<file path="config.mk">
export PLATFORM = sky130hd
export DESIGN_NAME = rolling_hash_substring_matcher
export DESIGN_NICKNAME = d
export VERILOG_FILES = /design/src/rtl/rhsm_pkg.sv /design/src/rtl/rhsm_ram.sv /design/src/rtl/rhsm_mulmod.sv /design/src/rtl/rolling_hash_substring_matcher.sv
export SDC_FILE = /design/constraint.sdc
export NUM_CORES = 2
export LEC_CHECK = 0
export BUFFER_PORTS_ARGS = -buffer_cell sky130_fd_sc_hd__buf_4
export CORE_UTILIZATION = 45
export CTS_CLUSTER_SIZE = 8
export DETAILED_ROUTE_END_ITERATION = 10
export PLACE_DENSITY = 0.72
export SETUP_SLACK_MARGIN = 0.05
export SYNTH_ARGS = -nofsm -noshare
export SYNTH_HDL_FRONTEND = slang
export SYNTH_SLANG_ARGS = --single-unit
export TNS_END_PERCENT = 30
</file>
<file path="constraint.sdc">
create_clock -name i_clk -period 31.1 [get_ports i_clk]
set_input_delay 6.22 -clock i_clk [delete_from_list [all_inputs] [get_ports i_clk]]
set_output_delay 6.22 -clock i_clk [all_outputs]
set_load 0.02 [all_outputs]
</file>
<file path="src/rtl/rhsm_pkg.sv">
// ----------------------------------------------------------------------------
// rhsm_pkg: shared constants, types and helpers
// hash modulus, base, request and status codes, symbol mapping
// ----------------------------------------------------------------------------
package rhsm_pkg;

    typedef logic [29:0] t_hash;

    localparam int    MAX_PATTERN_DEF = 64;

    localparam t_hash HASH_MOD  = 30'd1000000007;
    localparam int    HASH_BASE = 26;
    // 2^30 mod HASH_MOD, used to fold the bits above bit 29
    localparam t_hash FOLD_K    = 30'd73741817;
    // (byte - 'a') mod 26 equals (byte + SYM_BIAS) mod 26
    localparam int    ASCII_A   = 97;
    localparam int    SYM_BIAS  = HASH_BASE * 4 - ASCII_A;

    localparam logic [1:0] REQ_PATTERN = 2'd0;
    localparam logic [1:0] REQ_TEXT    = 2'd1;
    localparam logic [1:0] REQ_CLEAR   = 2'd2;

    localparam logic [1:0] ST_OK        = 2'd0;
    localparam logic [1:0] ST_PAT_FULL  = 2'd1;
    localparam logic [1:0] ST_TEXT_EXH  = 2'd2;
    localparam logic [1:0] ST_PAT_LATE  = 2'd3;

    // byte to symbol 0..25, quotient by reciprocal 79/2048 (exact below 263)
    function automatic logic [4:0] map_symbol(input logic [7:0] b);
        logic [8:0]  x;
        logic [15:0] p;
        logic [3:0]  q;
        logic [8:0]  r;
        x = {1'b0, b} + 9'(SYM_BIAS);
        p = {7'b0, x} * 16'd79;
        q = p[14:11];
        r = x - 9'({5'b0, q} * 9'(HASH_BASE));
        return r[4:0];
    endfunction

endpackage

</file>
<file path="src/rtl/rhsm_ram.sv">
// ----------------------------------------------------------------------------
// rhsm_ram: generic single-write, single-read ram
// one write port, one read port with registered read data
// ----------------------------------------------------------------------------
module rhsm_ram #(
    parameter int WIDTH = 5,
    parameter int DEPTH = 64,
    localparam int AW   = (DEPTH > 1) ? $clog2(DEPTH) : 1
) (
    input  logic             i_clk,
    input  logic             i_we,
    input  logic [AW-1:0]    i_waddr,
    input  logic [WIDTH-1:0] i_wdata,
    input  logic [AW-1:0]    i_raddr,
    output logic [WIDTH-1:0] o_rdata
);

    logic [WIDTH-1:0] r_mem [DEPTH];
    logic [WIDTH-1:0] r_rdata;

    always_ff @(posedge i_clk) begin
        if (i_we) begin
            r_mem[i_waddr] <= i_wdata;
        end
        r_rdata <= r_mem[i_raddr];
    end

    assign o_rdata = r_rdata;

endmodule

</file>
<file path="src/rtl/rhsm_mulmod.sv">
// ----------------------------------------------------------------------------
// rhsm_mulmod: shared modular multiply-add unit
// y = (a * b + c) mod HASH_MOD in steps: multiply, fold, two trims
// ----------------------------------------------------------------------------
module rhsm_mulmod (
    input  logic               i_clk,
    input  logic               i_rst_n,
    input  logic               i_start,
    input  rhsm_pkg::t_hash    i_a,
    input  logic [4:0]         i_b,
    input  rhsm_pkg::t_hash    i_c,
    output logic               o_done,
    output rhsm_pkg::t_hash    o_y
);

    localparam logic [1:0] STEP_FOLD  = 2'd1;
    localparam logic [1:0] STEP_TRIM1 = 2'd2;
    localparam logic [1:0] STEP_TRIM2 = 2'd3;

    logic        r_busy;
    logic        r_done;
    logic [1:0]  r_step;
    logic [34:0] r_x;
    logic [31:0] r_f;
    logic [31:0] fold;
    logic [31:0] trim;

    // x < 27 * modulus, so x[34:30] * 2^30 folds to below 3 * modulus
    assign fold = 32'({27'b0, r_x[34:30]} * {2'b0, rhsm_pkg::FOLD_K}) + {2'b0, r_x[29:0]};
    assign trim = (r_f >= {2'b0, rhsm_pkg::HASH_MOD}) ? r_f - {2'b0, rhsm_pkg::HASH_MOD} : r_f;

    always_ff @(posedge i_clk) begin
        if (!i_rst_n) begin
            r_busy <= 1'b0;
            r_done <= 1'b0;
            r_step <= STEP_FOLD;
        end else begin
            // last trim finishing this cycle
            r_done <= !i_start && r_busy && (r_step == STEP_TRIM2);
            if (i_start) begin
                r_busy <= 1'b1;
                r_step <= STEP_FOLD;
            end else if (r_busy) begin
                case (r_step)
                    STEP_FOLD:  r_step <= STEP_TRIM1;
                    STEP_TRIM1: r_step <= STEP_TRIM2;
                    STEP_TRIM2: r_busy <= 1'b0;
                    default:    r_busy <= 1'b0;
                endcase
            end
        end
    end

    always_ff @(posedge i_clk) begin
        if (i_start) begin
            r_x <= ({5'b0, i_a} * {30'b0, i_b}) + {5'b0, i_c};
        end else if (r_busy) begin
            case (r_step)
                STEP_FOLD:  r_f <= fold;
                STEP_TRIM1: r_f <= trim;
                STEP_TRIM2: r_f <= trim;
                default:    r_f <= r_f;
            endcase
        end
    end

    assign o_done = r_done;
    assign o_y    = r_f[29:0];

endmodule

</file>
<file path="src/rtl/rolling_hash_substring_matcher.sv">
// ----------------------------------------------------------------------------
// rolling_hash_substring_matcher: streaming rolling-hash substring search
// pattern words hash in the symbol and, from the second on, update the high power;
//   text words hash in the symbol, first dropping the oldest once the window is full
// words are taken one at a time, as all of them share the one mulmod unit
// reset: synchronous active low, returns to an empty pattern and text
// ----------------------------------------------------------------------------
module rolling_hash_substring_matcher #(
    parameter int MAX_PATTERN = rhsm_pkg::MAX_PATTERN_DEF
) (
    input  logic        i_clk,
    input  logic        i_rst_n,
    // input stream
    input  logic        s_axis_tvalid,
    output logic        s_axis_tready,
    input  logic [7:0]  s_axis_tdata,   // [7:0] symbol
    input  logic [1:0]  s_axis_tuser,   // [1:0] req_type
    // result stream
    output logic        m_axis_tvalid,
    input  logic        m_axis_tready,
    output logic [31:0] m_axis_tdata,   // [31:0] match_position
    output logic [2:0]  m_axis_tuser    // [0] match_found, [2:1] status
);

    // pattern length counter holds 0..MAX_PATTERN, ring index 0..MAX_PATTERN-1
    localparam int CW = $clog2(MAX_PATTERN + 1);
    localparam int AW = (MAX_PATTERN > 1) ? $clog2(MAX_PATTERN) : 1;
    localparam int IW = CW + 1;

    // sequencer states
    localparam logic [3:0] S_IDLE   = 4'd0;
    localparam logic [3:0] S_PH     = 4'd1;   // pattern hash push in flight
    localparam logic [3:0] S_PW     = 4'd2;   // high power update in flight
    localparam logic [3:0] S_RD     = 4'd3;   // oldest symbol read from ring
    localparam logic [3:0] S_POP    = 4'd4;   // oldest symbol times power in flight
    localparam logic [3:0] S_SUB    = 4'd5;   // trim the difference below modulus
    localparam logic [3:0] S_PSTART = 4'd6;   // launch the window push
    localparam logic [3:0] S_PUSH   = 4'd7;   // window hash push in flight
    localparam logic [3:0] S_CHK    = 4'd8;   // compare window with pattern
    localparam logic [3:0] S_OUT    = 4'd9;   // hand result to output register

    logic [3:0]      r_state;

    // search state
    rhsm_pkg::t_hash r_pattern_hash;
    rhsm_pkg::t_hash r_window_hash;
    rhsm_pkg::t_hash r_high_power;
    logic [CW-1:0]   r_pattern_count;
    logic [31:0]     r_text_count;
    logic [AW-1:0]   r_wr_ptr;        // text_count mod MAX_PATTERN

    // per-word working registers
    logic [4:0]      r_sym;
    logic [30:0]     r_d;

    // result waiting for the output register
    logic            r_res_found;
    logic [31:0]     r_res_pos;
    logic [1:0]      r_res_status;

    // output register
    logic            r_m_valid;
    logic            r_m_found;
    logic [31:0]     r_m_pos;
    logic [1:0]      r_m_status;

    // handshakes and decode
    logic            in_acc;
    logic            out_free;
    logic [4:0]      sym_in;
    logic            pat_late;
    logic            pat_full;
    logic            text_exh;
    logic            win_full;
    logic            pop_now;

    // ring read index (text_count - n) mod MAX_PATTERN
    logic [IW-1:0]   wide_wr;
    logic [IW-1:0]   wide_n;
    logic [IW-1:0]   rd_wide;
    logic [AW-1:0]   rd_idx;
    logic [4:0]      ram_rdata;
    logic            ram_we;

    // shared unit
    logic            mm_start;
    rhsm_pkg::t_hash mm_a;
    logic [4:0]      mm_b;
    rhsm_pkg::t_hash mm_c;
    logic            mm_done;
    rhsm_pkg::t_hash mm_y;

    // no word is taken while reset is held
    assign s_axis_tready = (r_state == S_IDLE) && i_rst_n;
    assign in_acc        = s_axis_tvalid && s_axis_tready;
    assign out_free      = !r_m_valid || m_axis_tready;
    assign sym_in        = rhsm_pkg::map_symbol(s_axis_tdata);

    assign pat_late = (r_text_count != 32'd0);
    assign pat_full = (r_pattern_count >= CW'(MAX_PATTERN));
    assign text_exh = (r_text_count == 32'hFFFF_FFFF);
    // window already holds n symbols, so the oldest one drops out first
    assign win_full = (r_text_count >= 32'(r_pattern_count));
    assign pop_now  = (r_pattern_count != '0) && win_full;

    assign wide_wr = IW'(r_wr_ptr);
    assign wide_n  = IW'(r_pattern_count);
    assign rd_wide = (wide_wr >= wide_n) ? wide_wr - wide_n
                                         : wide_wr + IW'(MAX_PATTERN) - wide_n;
    assign rd_idx  = rd_wide[AW-1:0];

    assign ram_we  = (r_state == S_PUSH) && mm_done;

    // ring of recent text symbols, read at the word's acceptance
    rhsm_ram #(
        .WIDTH (5),
        .DEPTH (MAX_PATTERN)
    ) u_ring (
        .i_clk   (i_clk),
        .i_we    (ram_we),
        .i_waddr (r_wr_ptr),
        .i_wdata (r_sym),
        .i_raddr (rd_idx),
        .o_rdata (ram_rdata)
    );

    // operand select for the shared unit
    always_comb begin
        mm_start = 1'b0;
        mm_a     = r_pattern_hash;
        mm_b     = 5'(rhsm_pkg::HASH_BASE);
        mm_c     = '0;
        case (r_state)
            S_IDLE: begin
                if (in_acc && s_axis_tuser == rhsm_pkg::REQ_PATTERN && !pat_late && !pat_full) begin
                    mm_start = 1'b1;
                    mm_a     = r_pattern_hash;
                    mm_c     = rhsm_pkg::t_hash'(sym_in);
                end else if (in_acc && s_axis_tuser == rhsm_pkg::REQ_TEXT && !text_exh
                             && !pop_now) begin
                    mm_start = 1'b1;
                    mm_a     = r_window_hash;
                    mm_c     = rhsm_pkg::t_hash'(sym_in);
                end
            end
            S_PH: begin
                // power only grows from the second pattern symbol on
                if (mm_done && r_pattern_count != '0) begin
                    mm_start = 1'b1;
                    mm_a     = r_high_power;
                end
            end
            S_RD: begin
                mm_start = 1'b1;
                mm_a     = r_high_power;
                mm_b     = ram_rdata;
            end
            S_PSTART: begin
                mm_start = 1'b1;
                mm_a     = r_d[29:0];
                mm_c     = rhsm_pkg::t_hash'(r_sym);
            end
            default: begin
                mm_start = 1'b0;
            end
        endcase
    end

    rhsm_mulmod u_mulmod (
        .i_clk   (i_clk),
        .i_rst_n (i_rst_n),
        .i_start (mm_start),
        .i_a     (mm_a),
        .i_b     (mm_b),
        .i_c     (mm_c),
        .o_done  (mm_done),
        .o_y     (mm_y)
    );

    // sequencer and search state
    always_ff @(posedge i_clk) begin
        if (!i_rst_n) begin
            r_state         <= S_IDLE;
            r_pattern_hash  <= '0;
            r_window_hash   <= '0;
            r_high_power    <= rhsm_pkg::t_hash'(1);
            r_pattern_count <= '0;
            r_text_count    <= '0;
            r_wr_ptr        <= '0;
            r_m_valid       <= 1'b0;
        end else begin
            // in S_OUT the output register is reloaded instead
            if (m_axis_tready && r_state != S_OUT) begin
                r_m_valid <= 1'b0;
            end
            case (r_state)
                S_IDLE: begin
                    if (in_acc) begin
                        r_sym        <= sym_in;
                        r_res_found  <= 1'b0;
                        r_res_pos    <= '0;
                        case (s_axis_tuser)
                            rhsm_pkg::REQ_PATTERN: begin
                                // late pattern wins over full pattern
                                if (pat_late) begin
                                    r_res_status <= rhsm_pkg::ST_PAT_LATE;
                                    r_state      <= S_OUT;
                                end else if (pat_full) begin
                                    r_res_status <= rhsm_pkg::ST_PAT_FULL;
                                    r_state      <= S_OUT;
                                end else begin
                                    r_res_status <= rhsm_pkg::ST_OK;
                                    r_state      <= S_PH;
                                end
                            end
                            rhsm_pkg::REQ_TEXT: begin
                                if (text_exh) begin
                                    r_res_status <= rhsm_pkg::ST_TEXT_EXH;
                                    r_state      <= S_OUT;
                                end else if (pop_now) begin
                                    r_res_status <= rhsm_pkg::ST_OK;
                                    r_state      <= S_RD;
                                end else begin
                                    r_res_status <= rhsm_pkg::ST_OK;
                                    r_state      <= S_PUSH;
                                end
                            end
                            rhsm_pkg::REQ_CLEAR: begin
                                r_res_status    <= rhsm_pkg::ST_OK;
                                r_pattern_hash  <= '0;
                                r_window_hash   <= '0;
                                r_high_power    <= rhsm_pkg::t_hash'(1);
                                r_pattern_count <= '0;
                                r_text_count    <= '0;
                                r_wr_ptr        <= '0;
                                r_state         <= S_OUT;
                            end
                            default: begin
                                r_res_status <= rhsm_pkg::ST_OK;
                                r_state      <= S_OUT;
                            end
                        endcase
                    end
                end
                S_PH: begin
                    if (mm_done) begin
                        r_pattern_hash  <= mm_y;
                        r_pattern_count <= r_pattern_count + CW'(1);
                        r_state         <= (r_pattern_count != '0) ? S_PW : S_OUT;
                    end
                end
                S_PW: begin
                    if (mm_done) begin
                        r_high_power <= mm_y;
                        r_state      <= S_OUT;
                    end
                end
                S_RD: begin
                    r_state <= S_POP;
                end
                S_POP: begin
                    if (mm_done) begin
                        // window hash minus weighted oldest symbol, below twice the modulus
                        r_d     <= {1'b0, r_window_hash}
                                 + ({1'b0, rhsm_pkg::HASH_MOD} - {1'b0, mm_y});
                        r_state <= S_SUB;
                    end
                end
                S_SUB: begin
                    if (r_d >= {1'b0, rhsm_pkg::HASH_MOD}) begin
                        r_d <= r_d - {1'b0, rhsm_pkg::HASH_MOD};
                    end
                    r_state <= S_PSTART;
                end
                S_PSTART: begin
                    r_state <= S_PUSH;
                end
                S_PUSH: begin
                    if (mm_done) begin
                        r_window_hash <= mm_y;
                        r_text_count  <= r_text_count + 32'd1;
                        if (r_wr_ptr == AW'(MAX_PATTERN - 1)) begin
                            r_wr_ptr <= '0;
                        end else begin
                            r_wr_ptr <= r_wr_ptr + AW'(1);
                        end
                        r_state <= S_CHK;
                    end
                end
                S_CHK: begin
                    // no match on an empty pattern or a window not yet full
                    if (r_pattern_count != '0 && win_full
                        && r_window_hash == r_pattern_hash) begin
                        r_res_found <= 1'b1;
                        r_res_pos   <= r_text_count - 32'(r_pattern_count);
                    end
                    r_state <= S_OUT;
                end
                S_OUT: begin
                    if (out_free) begin
                        r_m_valid  <= 1'b1;
                        r_m_found  <= r_res_found;
                        r_m_pos    <= r_res_pos;
                        r_m_status <= r_res_status;
                        r_state    <= S_IDLE;
                    end
                end
                default: begin
                    r_state <= S_IDLE;
                end
            endcase
        end
    end

    assign m_axis_tvalid = r_m_valid;
    assign m_axis_tdata  = r_m_pos;
    assign m_axis_tuser  = {r_m_status, r_m_found};

endmodule

</file>
# After elaboration in Yosys (flattened, before gate mapping)
# Memories as Yosys holds them, arrays and structs flattened. A register that Yosys moved wholly into a read port is not among the register bits.
# Index checks and enable logic that the tools add are counted.
# Widths: inputs -> output; s select.
[op_classes]
n_shift = 0
reduce_logical = 47
add_sub_neg = 15
n_bitwise = 2
magnitude_cmp = 5
n_mul = 4
mux = 71
n_eq_ne = 28
n_div = 0
[op_table]
columns = ["op", "n"]
rows = [
  ["$mux 30", 8],
  ["$mux 32", 6],
  ["$pmux 32 s2", 3],
  ["$pmux 30 s2", 3],
  ["$pmux 30 s4", 1],
  ["$mux 31", 2],
  ["$pmux 31 s2", 1],
  ["$mux 4", 10],
  ["$pmux 4 s10", 1],
  ["$add 35x5->35", 1],
  ["$mul 30x5->35", 1],
  ["$add 32x1->32 const B", 1],
  ["$add 32x30->32", 1],
  ["$eq 32x32->1 const B", 1],
  ["$ge 32x30->1 const B", 1],
  ["$ge 32x7->1", 1],
  ["$mul 5x27->32 const B", 1],
  ["$reduce_bool 32->1", 1],
  ["$sub 32x30->32 const B", 1],
  ["$sub 32x7->32", 1],
  ["$add 30x31->31", 1],
  ["$ge 31x30->1 const B", 1],
  ["$sub 30x30->31 const A", 1],
  ["$sub 31x30->31 const B", 1],
  ["other kinds (46)", 122],
]
[totals]
n_memories = 1
rom_bits = 0
register_bits = 317
word_cells = 194
output_inout_bits = 37
ram_bits = 320
latch_bits = 0
[memory_table]
columns = ["name", "words", "word_bits", "rd", "rd_clocked_by_memory_dff", "write_ports", "line_no", "text"]
rows = [
  ["u_ring.r_mem", 64, 5, 1, 1, 1, "rhsm_ram.sv:18", "logic [WIDTH-1:0] r_mem [DEPTH];"],
]

# Logic depth before layout (Yosys ltp)
[depth]
ltp_word = 12
mapped_depth = 46
mapped_depth_nobuf = 46

# Hierarchy
# A second synthesis with hierarchy kept.
[hier_totals]
hier_cells = 3835
area_unflattened_um2 = 41332.1
[modules_own_cells]
columns = ["module", "cells_per_inst", "area_per_inst_um2", "instances"]
rows = [
  ["rolling_hash_substring_matcher", 1892, 16505.8, 1],
  ["rhsm_ram", 642, 12886.1, 1],
  ["rhsm_mulmod", 1301, 11940.2, 1],
]

# Least setup slack after synthesis
# No wires, ideal clock.
[synth_timing]
path_type = "in2reg"
startpoint = "in s_axis_tdata[0]"
endpoint = "reg u_mulmod.r_x[31], data pin"
setup_slack_ps = 15142
required_ps = 30841
setup_ps = 259
t_arrival_ps = 15699
cell_stages = 46
n_path_buf = 0
path_cell_list = "inv_1 -> ha_1 -> nand2b_1 -> nand2_1 -> xnor2_1 -> ha_1 -> xor2_1 -> ha_1 -> inv_1 -> fa_1 -> inv_1 -> fa_1 -> ha_1 -> nor3_1 -> o21ai_0 -> a31o_2 -> a21o_1 -> a31oi_1 -> [... 10 more ...] -> xnor2_1 -> a22o_1 -> fa_1 -> inv_1 -> fa_1 -> fa_1 -> inv_1 -> ha_1 -> o21ai_0 -> nor2_1 -> a41oi_1 -> o2111ai_1 -> a2111oi_0 -> o21ai_1 -> a31o_2 -> a21o_1 -> a21oi_1 -> xnor2_1"
[synth_between]
elab_chain_len = 8
[synth_lines]
columns = ["element", "line_no", "text"]
rows = [
  ["from (decl)", "rolling_hash_substring_matcher.sv:16", "input logic [7:0] s_axis_tdata,"],
  ["$add 8x3->9 (*)", "rhsm_pkg.sv:34", "x = {1'b0, b} + 9'(SYM_BIAS);"],
  ["$mul 9x7->15", "rhsm_pkg.sv:35", "p = {7'b0, x} * 16'd79;"],
  ["$mul 4x3->4", "rhsm_pkg.sv:37", "r = x - 9'({5'b0, q} * 9'(HASH_BASE));"],
  ["$sub 5x5->5 (*)", "rhsm_pkg.sv:37", ""],
  ["named net sym_in[4]", "rolling_hash_substring_matcher.sv:70", "logic [4:0] sym_in;"],
  ["$mux 5", "rolling_hash_substring_matcher.sv:139", "end else if (in_acc && s_axis_tuser == rhsm_pkg::REQ_TEXT && !text_exh"],
  ["$mux 5 (*)", "rolling_hash_substring_matcher.sv:135", "if (in_acc && s_axis_tuser == rhsm_pkg::REQ_PATTERN && !pat_late && !pat_full) begin"],
  ["$pmux 5 s2 (*)", "rolling_hash_substring_matcher.sv:133", "case (r_state)"],
  ["$add 35x5->35 (*)", "rhsm_mulmod.sv:56", "r_x <= ({5'b0, i_a} * {30'b0, i_b}) + {5'b0, i_c};"],
  ["to (signal assigned)", "rhsm_mulmod.sv:56", ""],
  ["to (decl)", "rhsm_mulmod.sv:23", "logic [34:0] r_x;"],
]
# The timed path passes the listed nets; every way through them passes the cells marked *.
# A chain may end at the register's enable or synchronous reset.

# Final worst setup path
[layout_timing]
startpoint = "in s_axis_tdata[0]"
endpoint = "reg u_mulmod.r_x[31], data pin"
[layout_between]
word_cells_on_any_way = 8
classes_between = "3 x add/sub; 2 x mul; 3 x mux"
[layout_lines]
columns = ["element", "line_no"]
rows = [
  ["$add 8x3->9 (*)", "rhsm_pkg.sv:34"],
  ["$sub 5x5->5 (*)", "rhsm_pkg.sv:37"],
  ["named net sym_in[0]", "rolling_hash_substring_matcher.sv:70"],
  ["$mux 5", "rolling_hash_substring_matcher.sv:139"],
  ["$mux 5 (*)", "rolling_hash_substring_matcher.sv:135"],
  ["$pmux 5 s2 (*)", "rolling_hash_substring_matcher.sv:133"],
  ["$add 35x5->35 (*)", "rhsm_mulmod.sv:56"],
]
# Marks and branches as above.

==> summary.md <==
| Metric | Value |
|---|---|
| Status | `complete, no violations` |
| HP Start | `r_res_pos[15]$_SDFFCE_PN0P_` |
| Critical path's largest stage delay | `710 ps` |
| Final min period | `16,840 ps` |
| R2R setup slack | `22,120 ps` |
| Max IR drop VDD | `0.08833 mV` |
| Comb pwr share | `58.5%` |
| Hold-fix buffers at CTS | `0` |
| Switching portion of total power | `43.84%` |
| Worst hold path cell count | `0` |
| Vias/cell | `5.725` |
| Clock transition at path regs | `60 ps` |
| Inserted Clock Buffers | `91` |
| Syn Nets | `3,945` |
| Clock sinks | `642` |
| CP max stage cell | `a2111oi_0` |
| Number of setup buffers added after CTS | `0` |
| Reg power frac | `23.9%` |
| Gr busiest metal | `met2` |
| Fin. Hold Viols | `0` |
| Post-synth top area share | `37.46%` |
| Vias | `27,216` |
| Endpoint class of the critical path | `flop` |
| Fin cells | `4,754` |
| Max-Slew Margin vs Limit | `17.92%` |
| Yosys warns | `0` |
| Post-route ant nets | `0` |
| Worst Hold End | `m_axis_tdata[15]$_DFFE_PP_` |
| Wire per inst | `20.88 um` |
| GR Overflow Total | `0` |
| Tcrit/Tclk final | `54.16%` |
| Final Instance Area | `43,720 um^2` |
| WL final | `99,260 um` |
| Clock Path Buffers | `3` |
| Clock Latency Late Sink | `660 ps` |
| FP Rows | `108` |
| Area of the mapped netlist | `39,520 um^2` |
| Internal | `2951 uW` |
| PortBufs | `50` |
| Dominant synthesized flop cell | `edfxtp_1` |
| Cells on worst reg2reg path | `28` |
| Maxcap violations | `0` |
| CP required | `31,510 ps` |
| Critical path class | `in -> reg` |
| Synth Area per Inst | `11.22 um^2` |
| Critical path arrival | `17,260 ps` |
| Reg2reg end | `u_mulmod.r_x[31]$_DFFE_PP_` |
| Top cells by count, synth | `edfxtp_1, inv_1, nand2_1` |
| Synth Register Bits | `642` |
| I/O Pins | `51` |
| Vias in the first global route | `27,010` |
| Clk root buf | `clkbuf_16` |
| Post-DP HPWL | `68,080 um` |
| Worst slack on hold paths | `380.2 ps` |
| GR Util met2 | `35.99%` |
| Seq/Total Area, Yosys | `45.01%` |
| DRC | `0` |
| Final nets | `3,959` |
| Fin Clk Skew | `50.02 ps` |
| Final Wtd Congestion | `0.8983` |
| Netlist cell types | `79` |
| Placed instance area | `41,040 um^2` |
| Cells after synthesis | `3,521` |
| Leakage | `0.01673 uW` |
| Syn-to-layout area delta | `10.64%` |
| Initial DRC count | `2,500` |
| Count leader, synth | `edfxtp_1` |
| Asr flop ratio synth | `0%` |
| Die area | `89,000 um^2` |
| Post-synth top area cell | `edfxtp_1` |
| Crit path launch type | `primary input` |
| Clock power frac | `17.6%` |
| Fin. max-slew vios | `0` |
| R2r startpoint | `r_text_count[0]$_SDFFE_PN0P_` |
| Die X | `298.3 um` |
| Post-synth EDFFs | `493` |
| Final setup vio count | `0` |
| First-pass GRT wire length | `154,900 um` |
| Starting density of the core | `45.48%` |
| CTS tree | `done` |
| Pwr Total | `5254 uW` |
| Total track usage | `22.24%` |
| Main area contributors after synthesis | `edfxtp_1, ha_1, dfxtp_1, fa_1, mux4_2` |
| RSZ-0062 raised after global routing | `no` |
| Final TNS setup | `0 ps` |
| Pwr/cell area | `120.2 nW/um^2` |
| Core ar. | `86,890 um^2` |
| Met1 Use GR | `29.82%` |
| Htree depth | `3` |
| Grt met3 use | `4.377%` |
| Worst Tran Pin Value | `1231 ps` |
| Initial antenna violation count | `4` |
| First-pass detailed-route iteration total | `6` |
| # resized after CTS | `0` |
| Placed cells | `4,597` |
| Die height | `298.3 um` |
| Share of layout cells above drive strength 1 | `10.34%` |
| Max Freq | `0.05937 GHz` |
| HP Class | `reg -> reg` |
| Crit-path max FO | `6` |
| P_sw | `2303 uW` |
| Largest net degree at the start of global routing | `81` |
==> worst max path at each step <==
| stage | from | end | slack, ps | cells after the start |
|---|---|---|---|---|
| finish | s_axis_tdata[0] | u_mulmod.r_x[31]$_DFFE_PP_ | 14260 | 47 |
| detailed placement | s_axis_tdata[0] | u_mulmod.r_x[31]$_DFFE_PP_ | 13640 | 47 |
| global route | s_axis_tdata[0] | u_mulmod.r_x[31]$_DFFE_PP_ | 13480 | 47 |
| global placement | s_axis_tdata[0] | u_mulmod.r_x[31]$_DFFE_PP_ | 13740 | 47 |
| floorplan | s_axis_tdata[0] | u_mulmod.r_x[31]$_DFFE_PP_ | 15140 | 46 |
| CTS | s_axis_tdata[0] | u_mulmod.r_x[31]$_DFFE_PP_ | 14320 | 47 |
==> logic make-up after synthesis <==
logic type	synth area share, %
simple gates	11.49
xor+xnor	5.231
mux	5.953
fa+ha+maj	15.79
compound gates	11.78
buf+inv	4.743
flops	45.01
==> power by group through the flow <==
stage | registers [uW] | logic [uW] | clock network (uW)
finish | 1260 | 3070 | 926
global route | 1260 | 3450 | 974
CTS | 1250 | 3060 | 938
detailed placement | 1270 | 3030 | 0
global placement | 1270 | 2970 | 0
floorplan | 1250 | 2300 | 0
==> sequential cells by signal, indices dropped and copies added, names as in the netlist, 6 cells and up <==
name / cells
r_text_count: 32
r_pattern_hash: 30
r_pattern_count: 7
m_axis_tdata: 32
r_d: 31
r_high_power: 30
u_mulmod.r_f: 32
r_res_pos: 32
r_window_hash: 30
r_wr_ptr: 6
u_ring.r_mem: 320
u_mulmod.r_x: 35
==> cell type report <==
cell class | count | area [um^2]
clock inverters | 10 | 193.9
multi-input cells | 2394 | 19960
diodes | 1 | 2.502
inverters | 319 | 1197
fillers | 7508 | 43170
repair buffers | 87 | 653.1
clock buffers | 146 | 2484
well taps | 1155 | 1445
flip-flops and latches | 642 | 17790
==> worst max-delay path: cells and delay by family <==
kind | cells | cell delay, ps
adders and majority gates | 12 | 4460
AOI/OAI and AO/OA | 14 | 3910
xor gates and xnor gates | 8 | 1540
and+or+nand+nor | 6 | 650
buffers and inverters | 7 | 440
==> per-stage QoR <==
stage | worst slack, ps | util (%)
global route | 13480 | 50.32
global placement | 13740 | 47.24
detailed placement | 13640 | 47.24
floorplan | 15140 | -
finish | 14260 | 50.32
CTS | 14320 | 50.32
==> layout by cell type, fill, tap and decap left out, drive strengths merged, types with 19 or more instances in the layout <==
cell and n:
fa 148, inv 320, a22oi 34, a21boi 39, a21o 50, nor4 20
nor2b 86, xor2 113, dfxtp 149, nand2 310, nor3 44, clkbuf 146
buf 87, and2b 20, a2bb2oi 28, nand4 27, o21ai 128, a221o 30
a211oi 19, nand3 83, xnor2 123, ha 262, nor2 238, or3 21
a21oi 239, mux4 100, nand2b 23, edfxtp 493
==> routing by layer <==
| layer | vias to the layer above | wire (um) |
|---|---|---|
| met2 | 998 | 46720 |
| met4 | 2 | 3167 |
| met1 | 13449 | 41600 |
| met5 | - | 9 |
| met3 | 180 | 7759 |
| li1 | 12587 | - |
Note: power is estimated with default switching activity, not from simulation.
